--- config.mk ---
export PLATFORM = sky130hd
export DESIGN_NAME = dtu_exec
export DESIGN_NICKNAME = d
export VERILOG_FILES = /design/src/rtl/core/dtu_pkg.sv /design/src/rtl/core/dtu_exec.sv
export SDC_FILE = /design/constraint.sdc
export NUM_CORES = 1
export LEC_CHECK = 0
export ABC_CLOCK_PERIOD_IN_PS = 5100
export BUFFER_PORTS_ARGS = -buffer_cell sky130_fd_sc_hd__buf_2
export CELL_PAD_IN_SITES_DETAIL_PLACEMENT = 2
export CELL_PAD_IN_SITES_GLOBAL_PLACEMENT = 2
export CORE_ASPECT_RATIO = 2
export CORE_UTILIZATION = 36
export DETAILED_ROUTE_END_ITERATION = 10
export PLACE_DENSITY_LB_ADDON = 0.3
export SLEW_MARGIN = 20
export SYNTH_ARGS = -nofsm -noshare
export SYNTH_HDL_FRONTEND = slang
export SYNTH_SLANG_ARGS = --single-unit
--- constraint.sdc ---
create_clock -name clk_i -period 5.1 [get_ports clk_i]
set_input_delay 0.765 -clock clk_i [delete_from_list [all_inputs] [get_ports clk_i]]
set_output_delay 0.765 -clock clk_i [all_outputs]
set_load 0.02 [all_outputs]
--- src/rtl/core/dtu_pkg.sv ---
// Shared types and constants for the DVB text to UTF-8 decoder.
// No dependencies; imported by dtu_exec and dvb_text_to_utf8_decoder.
package dtu_pkg;

  localparam int unsigned DEF_MAX_OUTPUT_BYTES = 4095;
  localparam int unsigned DEF_TABLE_SLOTS      = 16;

  localparam int unsigned BYTE_W   = 8;
  localparam int unsigned CAP_W    = 12;
  localparam int unsigned CS_W     = 4;
  localparam int unsigned ENTRY_W  = 7;
  localparam int unsigned WORD_W   = 16;
  localparam int unsigned SET_SPAN = 128;
  localparam int unsigned MAX_RES  = 4;

  localparam int unsigned S_TDATA_W = 48;
  localparam int unsigned S_TUSER_W = 2;
  localparam int unsigned M_TDATA_W = 8;
  localparam int unsigned M_TUSER_W = 2;

  localparam logic [CS_W-1:0] CS_UTF8 = 4'd14;
  localparam logic [CS_W-1:0] CS_6937 = 4'd15;

  localparam logic [BYTE_W-1:0] SEL_ESC  = 8'h10;
  localparam logic [BYTE_W-1:0] SEL_UTF8 = 8'h15;

  typedef enum logic [1:0] {
    ST_TEXT   = 2'd0,
    ST_DONE   = 2'd1,
    ST_REJECT = 2'd2
  } status_e;

  typedef enum logic [3:0] {
    PH_BODY = 4'b0001,
    PH_ESC  = 4'b0010,
    PH_SEL  = 4'b0100,
    PH_BAD  = 4'b1000
  } phase_e;

  typedef struct packed {
    logic [BYTE_W-1:0] data;
    logic              first;
    logic              lastb;
    logic [CAP_W-1:0]  cap;
    logic [CS_W-1:0]   cs_new;
    logic              cs_bad;
    logic              lookup_ok;
    logic [WORD_W-1:0] word;
  } dtu_item_t;

endpackage

--- src/rtl/core/dtu_exec.sv ---
// String decode engine: framing, charset, room tracking, UTF-8 encoding
// and the result buffer. Depends on dtu_pkg.
module dtu_exec import dtu_pkg::*; #(
  parameter int unsigned MAX_OUTPUT_BYTES = DEF_MAX_OUTPUT_BYTES
) (
  input  logic                 clk_i,
  input  logic                 rst_ni,
  input  logic                 item_valid_i,
  input  dtu_item_t            item_i,
  output logic                 item_ready_o,
  output logic                 m_axis_tvalid,
  input  logic                 m_axis_tready,
  output logic [M_TDATA_W-1:0] m_axis_tdata,  // out_byte
  output logic [M_TUSER_W-1:0] m_axis_tuser,  // status
  output logic                 m_axis_tlast   // last
);

  logic [CS_W-1:0]   cs_q, cs_d;
  phase_e            ph_q, ph_d;
  logic [CAP_W-1:0]  room_q, room_d;
  logic              dead_q, dead_d;

  logic [BYTE_W-1:0] em_byte_q [MAX_RES];
  status_e           em_stat_q [MAX_RES];
  logic [2:0]        em_cnt_q;

  logic [BYTE_W-1:0] res_byte [MAX_RES];
  status_e           res_stat [MAX_RES];
  logic [2:0]        n;

  logic [BYTE_W-1:0] c;
  logic [CAP_W-1:0]  cap_lim;
  logic [CS_W-1:0]   cs_app;
  logic [CS_W-1:0]   cs_b;
  phase_e            ph_b;
  logic [CAP_W-1:0]  room_b;
  logic              b_rej;
  logic [1:0]        b_n;
  logic [BYTE_W-1:0] b_byte [3];
  logic [1:0]        b_len;
  logic [WORD_W-1:0] uc;

  logic emit_free, take, pop;

  assign emit_free    = (em_cnt_q == 3'd0) || ((em_cnt_q == 3'd1) && m_axis_tready);
  assign item_ready_o = emit_free;
  assign take         = item_valid_i && emit_free;
  assign pop          = m_axis_tvalid && m_axis_tready;

  assign m_axis_tvalid = (em_cnt_q != 3'd0);
  assign m_axis_tdata  = em_byte_q[0];
  assign m_axis_tuser  = em_stat_q[0];
  assign m_axis_tlast  = (em_cnt_q == 3'd1);

  always_comb begin
    c      = item_i.data;
    uc     = item_i.word;
    cs_app = item_i.cs_bad ? '0 : item_i.cs_new;

    if (32'(item_i.cap) > MAX_OUTPUT_BYTES) begin
      cap_lim = CAP_W'(MAX_OUTPUT_BYTES);
    end else begin
      cap_lim = item_i.cap;
    end

    // operands for one body byte
    cs_b   = item_i.first ? cs_app : cs_q;
    ph_b   = item_i.first ? (item_i.cs_bad ? PH_BAD : PH_BODY) : ph_q;
    room_b = item_i.first ? cap_lim : room_q;

    b_rej  = 1'b0;
    b_n    = 2'd0;
    b_len  = 2'd1;
    for (int i = 0; i < 3; i++) begin
      b_byte[i] = '0;
    end

    if (uc[15:11] != 5'd0) begin
      b_len = 2'd3;
    end else if (uc[10:7] != 4'd0) begin
      b_len = 2'd2;
    end

    priority if (ph_b == PH_BAD || room_b == '0) begin
      b_rej = 1'b1;
    end else if (cs_b == CS_UTF8 || !c[7]) begin
      b_n       = 2'd1;
      b_byte[0] = c;
    end else if (c <= 8'h9f) begin
      b_n       = 2'd1;
      b_byte[0] = 8'h20;
    end else if (uc == '0) begin
      b_n = 2'd0;
    end else if (room_b < CAP_W'(b_len)) begin
      b_rej = 1'b1;
    end else begin
      b_n = b_len;
      unique case (b_len)
        2'd1: b_byte[0] = uc[7:0];
        2'd2: begin
          b_byte[0] = {3'b110, uc[10:6]};
          b_byte[1] = {2'b10, uc[5:0]};
        end
        default: begin
          b_byte[0] = {4'b1110, uc[15:12]};
          b_byte[1] = {2'b10, uc[11:6]};
          b_byte[2] = {2'b10, uc[5:0]};
        end
      endcase
    end

    cs_d   = cs_q;
    ph_d   = ph_q;
    room_d = room_q;
    dead_d = dead_q;
    n      = 3'd0;
    for (int i = 0; i < MAX_RES; i++) begin
      res_byte[i] = '0;
      res_stat[i] = ST_TEXT;
    end

    if (item_i.first) begin
      room_d = cap_lim;
      dead_d = 1'b0;
      ph_d   = PH_BODY;
      priority if (c >= 8'h20) begin
        cs_d = cs_b;
        ph_d = ph_b;
        if (b_rej) begin
          dead_d = 1'b1;
          ph_d   = PH_BODY;
          res_stat[0] = ST_REJECT;
          n = 3'd1;
        end else begin
          room_d = room_b - CAP_W'(b_n);
          for (int i = 0; i < 3; i++) begin
            res_byte[i] = b_byte[i];
          end
          n = {1'b0, b_n};
        end
      end else if (c == SEL_ESC) begin
        ph_d = PH_ESC;
        if (item_i.lastb) begin
          dead_d = 1'b1;
          ph_d   = PH_BODY;
          res_stat[0] = ST_REJECT;
          n = 3'd1;
        end
      end else if (c == SEL_UTF8) begin
        cs_d = CS_UTF8;
      end else if (c >= 8'h01 && c <= 8'h0b) begin
        cs_d = cs_app;
        ph_d = item_i.cs_bad ? PH_BAD : PH_BODY;
      end else begin
        dead_d = 1'b1;
        ph_d   = PH_BODY;
        res_stat[0] = ST_REJECT;
        n = 3'd1;
      end
    end else if (dead_q) begin
      n = 3'd0;
    end else if (ph_q == PH_ESC) begin
      if (c != 8'h00 || item_i.lastb) begin
        dead_d = 1'b1;
        ph_d   = PH_BODY;
        res_stat[0] = ST_REJECT;
        n = 3'd1;
      end else begin
        ph_d = PH_SEL;
      end
    end else if (ph_q == PH_SEL) begin
      if (c == 8'h00 || c > 8'h0f) begin
        dead_d = 1'b1;
        ph_d   = PH_BODY;
        res_stat[0] = ST_REJECT;
        n = 3'd1;
      end else begin
        cs_d = cs_app;
        ph_d = item_i.cs_bad ? PH_BAD : PH_BODY;
      end
    end else begin
      if (b_rej) begin
        dead_d = 1'b1;
        ph_d   = PH_BODY;
        res_stat[0] = ST_REJECT;
        n = 3'd1;
      end else begin
        room_d = room_b - CAP_W'(b_n);
        for (int i = 0; i < 3; i++) begin
          res_byte[i] = b_byte[i];
        end
        n = {1'b0, b_n};
      end
    end

    // end-of-string mark
    if (!dead_d && item_i.lastb) begin
      res_byte[n[1:0]] = '0;
      res_stat[n[1:0]] = ST_DONE;
      n      = n + 3'd1;
      dead_d = 1'b1;
      ph_d   = PH_BODY;
    end
  end

  always_ff @(posedge clk_i or negedge rst_ni) begin
    if (!rst_ni) begin
      cs_q     <= '0;
      ph_q     <= PH_BODY;
      room_q   <= '0;
      dead_q   <= 1'b1;
      em_cnt_q <= 3'd0;
    end else begin
      if (take) begin
        cs_q   <= cs_d;
        ph_q   <= ph_d;
        room_q <= room_d;
        dead_q <= dead_d;
      end
      if (take && n != 3'd0) begin
        em_cnt_q <= n;
      end else if (pop) begin
        em_cnt_q <= em_cnt_q - 3'd1;
      end
    end
  end

  always_ff @(posedge clk_i) begin
    if (take && n != 3'd0) begin
      em_byte_q <= res_byte;
      em_stat_q <= res_stat;
    end else if (pop) begin
      for (int i = 0; i < MAX_RES - 1; i++) begin
        em_byte_q[i] <= em_byte_q[i+1];
        em_stat_q[i] <= em_stat_q[i+1];
      end
    end
  end

endmodule

# Yosys cells after proc, flatten, opt, wreduce, memory -nomap -nowiden
# Cells that the tools add are included.
# totals
regBits	64
inputBits	48
# op_classes
eq_ne	17
n_reduce_logical	30
order_cmp	8
add_sub_neg	3
n_mux	113
bitwise	6
# ops
operator	n
2-to-1 mux 24 bit	11
2-to-1 mux 4 bit	25
2-to-1 mux 12 bit	8
2-to-1 mux 2 bit	22
2-to-1 mux 8 bit	5
bitwise AND 32 bit	1
2-to-1 mux 16 bit	2
2-to-1 mux 32 bit	1
NOT 32 bit	1
one-hot mux 8 bit (2 select lines)	2
2-to-1 mux 3 bit	10
2-to-1 mux 1 bit	23
demux 8 bit (select 2 bit)	1
equality test 8 x 5 -> 1 bit, second input constant	2
logical NOT 16 bit	1
logical NOT 12 bit	1
less-than comparator 12 x 2 -> 1 bit	1
2-to-1 mux 6 bit	2
subtractor 12 x 2 -> 12 bit	1
!= test 2 bit, second input constant	5
nonzero test 5 bit	2
equality test 4 bit, second input constant	2
>= comparator 8 x 1 -> 1 bit, second input constant	1
>= comparator 8 x 6 -> 1 bit, second input constant	1
other kinds (33)	46

# Depth between registers and ports, before layout
# logic_depth
depth_word	23
ltp_mapped	22
depth_no_buf	19

# Worst setup path after synthesis
# Ideal clock, no wire load.
# synth_timing
kind	input-to-reg
startpoint	input item_i[35] in the netlist's numbering
endpoint	register em_byte_q[10] in the netlist's numbering, enable pin
n_path_buf	7
stages	22
slack_ns	-1.175
arrival_ns	5.837
path_cell_list	buf_6 buf_2 buf_1 clkbuf_1 buf_1 mux2_2 ha_1 inv_1 nor4_2 nor2_1 a21o_1 a2111oi_2 or2_2 inv_1 ha_1 or2_2 nor3b_1 o21ai_1 nand3_2 buf_6 buf_6 nand2_1
# synth_via
elab_chain_cells	18
word_cells_on_any_way	38
# synth_rtl
element	line_no	rtl
from (decl)	dtu_exec.sv:9	input dtu_item_t item_i,
parallel branches: the longest is 14 deep, another holds less-than comparator 12 x 2 -> 1 bit	-	
2-to-1 mux 3 bit (*)	dtu_exec.sv:197	if (!dead_d && item_i.lastb) begin
nonzero test 3 bit (*)	dtu_exec.sv:229	if (take && n != 3'd0) begin
logical AND 1 bit (*)	dtu_exec.sv:229	
nonzero test 2 bit (no source line) (*)	-	
to (signal assigned)	dtu_exec.sv:230	em_byte_q <= res_byte;
to (signal, indexed assignment)	dtu_exec.sv:234	em_byte_q[i] <= em_byte_q[i+1];
to (decl)	dtu_exec.sv:23	logic [BYTE_W-1:0] em_byte_q [MAX_RES];
# Every way passes the cells marked *.
# A chain may end at the register's enable or synchronous reset.

# Worst setup path in the final report
# layout_timing
startpoint	input item_i[11] in the netlist's numbering
endpoint	register em_byte_q[17] in the netlist's numbering, data pin
# layout_via
elab_chain_cells	22
word_cells_on_any_way	56
# layout_rtl
element	line_no	rtl
nonzero test 5 bit	dtu_exec.sv:78	if (uc[15:11] != 5'd0) begin
2-to-1 mux 2 bit	dtu_exec.sv:78	
less-than comparator 12 x 2 -> 1 bit	dtu_exec.sv:94	end else if (room_b < CAP_W'(b_len)) begin
2-to-1 mux 2 bit or 2-to-1 mux 1 bit (tied branches)	dtu_exec.sv:94	
2-to-1 mux 2 bit or 2-to-1 mux 1 bit (tied branches)	dtu_exec.sv:92	end else if (uc == '0) begin
2-to-1 mux 2 bit or 2-to-1 mux 1 bit (tied branches)	dtu_exec.sv:89	end else if (c <= 8'h9f) begin
2-to-1 mux 2 bit or 2-to-1 mux 1 bit (tied branches)	dtu_exec.sv:86	end else if (cs_b == CS_UTF8 || !c[7]) begin
2-to-1 mux 2 bit or 2-to-1 mux 1 bit (tied branches)	dtu_exec.sv:84	priority if (ph_b == PH_BAD || room_b == '0) begin
(+6 left out)	-	
>= comparator 3 bit (implied by the code) or less-than comparator 3 x 1 -> 1 bit (tied branches)	dtu_exec.sv:198	res_byte[n[1:0]] = '0;
logical AND 1 bit (implied by the code)	dtu_exec.sv:198	
2-to-1 mux 8 bit (implied by the code)	dtu_exec.sv:198	
demux 8 bit (select 2 bit)	dtu_exec.sv:198	
NOT 32 bit (no source line)	-	
bitwise AND 32 bit (no source line)	-	
2-to-1 mux 32 bit	dtu_exec.sv:197	
2-to-1 mux 24 bit (*)	dtu_exec.sv:229	
# Mark *: on every way between the ends. The rest lies on a longest branch, timed or not.

==> flow_summary_export.csv <==
group,metric,value,unit
synthesis,ys_ff_latch,51,
detailed_routing,wl_per_cell,22.6,um
pwr,total_power,1.94,mW
finish,fin_cells,655,
place,dp_hpwl,11700,um
global_routing,grtUsageTotal,0.260,
detailed_routing,drt_pre_antenna_iters,4,
synthesis,yosysUniqueCellTypes,80,
clock_network,clock_latency,300,ps
worst_setup_path,slowest_stage,"or4_4",
timing,worst_hold_slack,469,ps
detailed_routing,wirelength,14800,um
worst_setup_path,path_max_fanout,6,
worst_setup_path,worstReg2RegEnd,"em_byte_q[17]",
synthesis,syn_inst,448,
worst_setup_path,arrival,4840,ps
finish,antenna_cells,0,
timing,tightest_slew,894,ps
timing,hold_violations,0,
floorplanning,die_h,153,um
worst_setup_path,r2r_setup_slack,830,ps
clock_network,cts_hold_buf,0,
hold_path,min_path_type,"input pin to asynchronous set/reset pin",
synthesis,async_reset_ff_frac,0.471,
place,io_buffers,59,
floorplanning,rows,54,
worst_setup_path,startpoint_type,"input pin",
clock_network,clock_sinks,51,
detailed_routing,vias,3871,
floorplanning,die_area,11900,um^2
timing,slew_violations,0,
place,place_congestion,0.874,
worst_setup_path,worstRegToRegCells,16,
synthesis,synth_edf_count,27,
clock_network,cts_buffers,5,
worst_setup_path,crit_buf_inv,6,
detailed_routing,vias_per_cell,5.91,
clock_network,path_clk_slew,70,ps
synthesis,yosysSeqAreaShare,0.344,
timing,relSlewSlack,0.397,
floorplanning,start_util,0.373,
floorplanning,coreArea,11000,um^2
pwr,power.ir.vdd_worst,185,uV
synthesis,synth_nets,507,
timing,fin_skew,8.20,ps
pwr,power_density,398,nW/um^2
synthesis,ys_warn_count,0,
synthesis,synth_area_per_cell,9.17,um^2
clock_network,clk_path_buf_depth,2,
finish,drive_gt1_frac,0.280,
timing,clock.fmax,208,MHz
clock_network,root_buffer,"clkbuf_16",
worst_setup_path,critical_path.top_delay_family,"simple AND/OR/NAND/NOR gates",
finish,fillCellCount,1245,
detailed_routing,drt_iter0_markers,127,
worst_setup_path,worstSetupPathType,"input pin to flip-flop",
worst_setup_path,crit_required,5140,ps
timing,rsz0062_at_grt,"no",
synthesis,syn_area,4110,um^2
timing,period_share,0.941,
place,dp_slack,-129,ps
timing,period_needed,4800,ps
detailed_routing,drc,0,
job,cap_viol_max_count,0,
finish,area_delta_synth_final,18.6,%
global_routing,grt_max_degree,27,
floorplanning,ios,61,
status,status,"finished clean",
floorplanning,die_w,77.5,um
worst_setup_path,crit_chain,"buf_2 > or4_4 > nor2_2 > nand2_2 > inv_2 > ha_1 > inv_1 > o21bai_1 > o2bb2ai_1 > nand3_1 > a2111oi_4 > or2_4 > inv_1 > ha_1 > or2_2 > nor3b_2 > o21ai_2 > buf_4 > nand4b_1 > buf_4 > o2bb2ai_1",
global_routing,grt_pass1_wl,23600,um
place,place_inst,645,
pwr,p_leak,1.95,nW
global_routing,antenna_found_initial,0,
global_routing,overflow,0,
finish,nNetsFinal,573,
worst_setup_path,end_kind,"flip-flop",
timing,fin_ws,303,ps
clock_network,cts_tree,"built",
detailed_routing,drtAntennaViolNets,0,
worst_setup_path,timing.rr.start,"ph_q[2]",
timing,setup-violations-final,0,
synthesis,synth_flop_cell,"edfxtp_1",
clock_network,htreeDepth,2,
global_routing,grt_pass1_vias,4487,
worst_setup_path,slowest_delay,570,ps
-- registers in the layout, indices dropped and copies added, names as in the netlist --
name and cells:
cs_q 4, dead_q 1, em_byte_q 14, em_cnt_q 3
em_stat_q 3, m_axis_tdata 8, m_axis_tuser 2, ph_q 4
room_q 12
-- routing by layer --
| metal | GRT usage | wire, um | vias up |
|---|---|---|---|
| met1 | 0.242 | 5030 | 1936 |
| met3 | 0.0281 | 330 | 44 |
| li1 | - | - | 1802 |
| met5 | 0 | 0 | - |
| met2 | 0.522 | 8750 | 89 |
| met4 | 0.149 | 675 | 0 |
-- stage by stage --
| step | setup TNS, ps | instance area, um^2 | util |
|---|---|---|---|
| final | 0 | 4870 | 0.442 |
| after global routing | 0 | 4870 | 0.442 |
| after CTS | 0 | 4810 | 0.437 |
| after detailed placement | -3760 | 4650 | 0.422 |
| after global placement | 0 | 4650 | 0.422 |
| after floorplan | 0 | 4170 | - |
-- cells in the final DEF (no fill, tap or decap), types with 9 or more instances in the layout --
cell type and n:
buf_2 59, nand2_1 40, nor2_1 31, edfxtp_1 27
buf_4 27, a21oi_1 24, o21ai_0 23, inv_1 22
dfrtp_1 22, o2bb2ai_1 14, nor3_1 10, ha_1 10
and2_1 9, mux2i_1 9, nand2b_1 9, nand3_1 9
xnor2_1 9
-- cell usage after synthesis, types with 5 or more instances --
cell type,number,area (um^2)
nand2_1,41,154
nor2_1,33,124
edfxtp_1,27,811
a21oi_1,24,120
o21ai_0,23,115
dfrtp_1,22,551
inv_1,22,82.6
o2bb2ai_1,14,123
buf_4,10,75.1
ha_1,10,125
nand3_1,10,50.1
nor3_1,10,50.1
and2_1,9,56.3
mux2i_1,9,90.1
nand2b_1,9,56.3
xnor2_1,9,78.8
a21boi_0,8,60.1
clkbuf_1,8,30.0
o221ai_1,8,70.1
or3_1,8,50.1
a31oi_1,7,43.8
a22oi_1,6,45.0
nor2b_1,6,37.5
nor3_2,6,60.1
buf_6,5,56.3
-- worst max-delay path by stage --
stage	startpoint	endpoint	slack [ps]	cells past startpoint
6_report	item_i[11]	em_byte_q[17]	300	21
5_1_grt	item_i[11]	em_byte_q[18]	60	21
4_1_cts	item_i[11]	em_stat_q[2]	140	19
3_5_place_dp	item_i[11]	em_stat_q[2]	-130	19
3_3_place_gp	item_i[11]	em_byte_q[23]	80	19
2_1_floorplan	item_i[35]	em_byte_q[23]	1	21
-- logic make-up (layout without fill, tap and decap cells) --
logic type,count (synthesis),count (layout),synth area share
AND/OR/NAND/NOR,167,168,0.226
AO/OA/AOI/OAI,136,136,0.252
buffers and inverters,53,119,0.0673
flip-flops,51,51,0.344
multiplexers,18,18,0.0494
XOR/XNOR,12,12,0.0256
adder cells (fa/ha/maj),11,11,0.0353
-- layout make-up --
type / count / area [um^2] / area share
Multi-Input combinational cell: 345 / 2510 / 0.515
Inverter: 24 / 90.1 / 0.0185
Tap cell: 140 / 175 / 0.0360
Timing Repair Buffer: 87 / 518 / 0.106
Clock buffer: 6 / 129 / 0.0265
Clock inverter: 2 / 37.5 / 0.00771
Sequential cell: 51 / 1410 / 0.290
-- repair_timing --
action / CTS / global route
resized for setup: 0 / 8
setup endpoints to repair: 0 / 53
endpoints found under the hold margin: 0 / 0
setup buffers: 0 / 1
-- power by group --
part	switching (mW)	internal, mW
clock network	0.164	0.232
logic	0.499	0.324
registers	0.0979	0.622
Power figures use the tool's default switching activity.
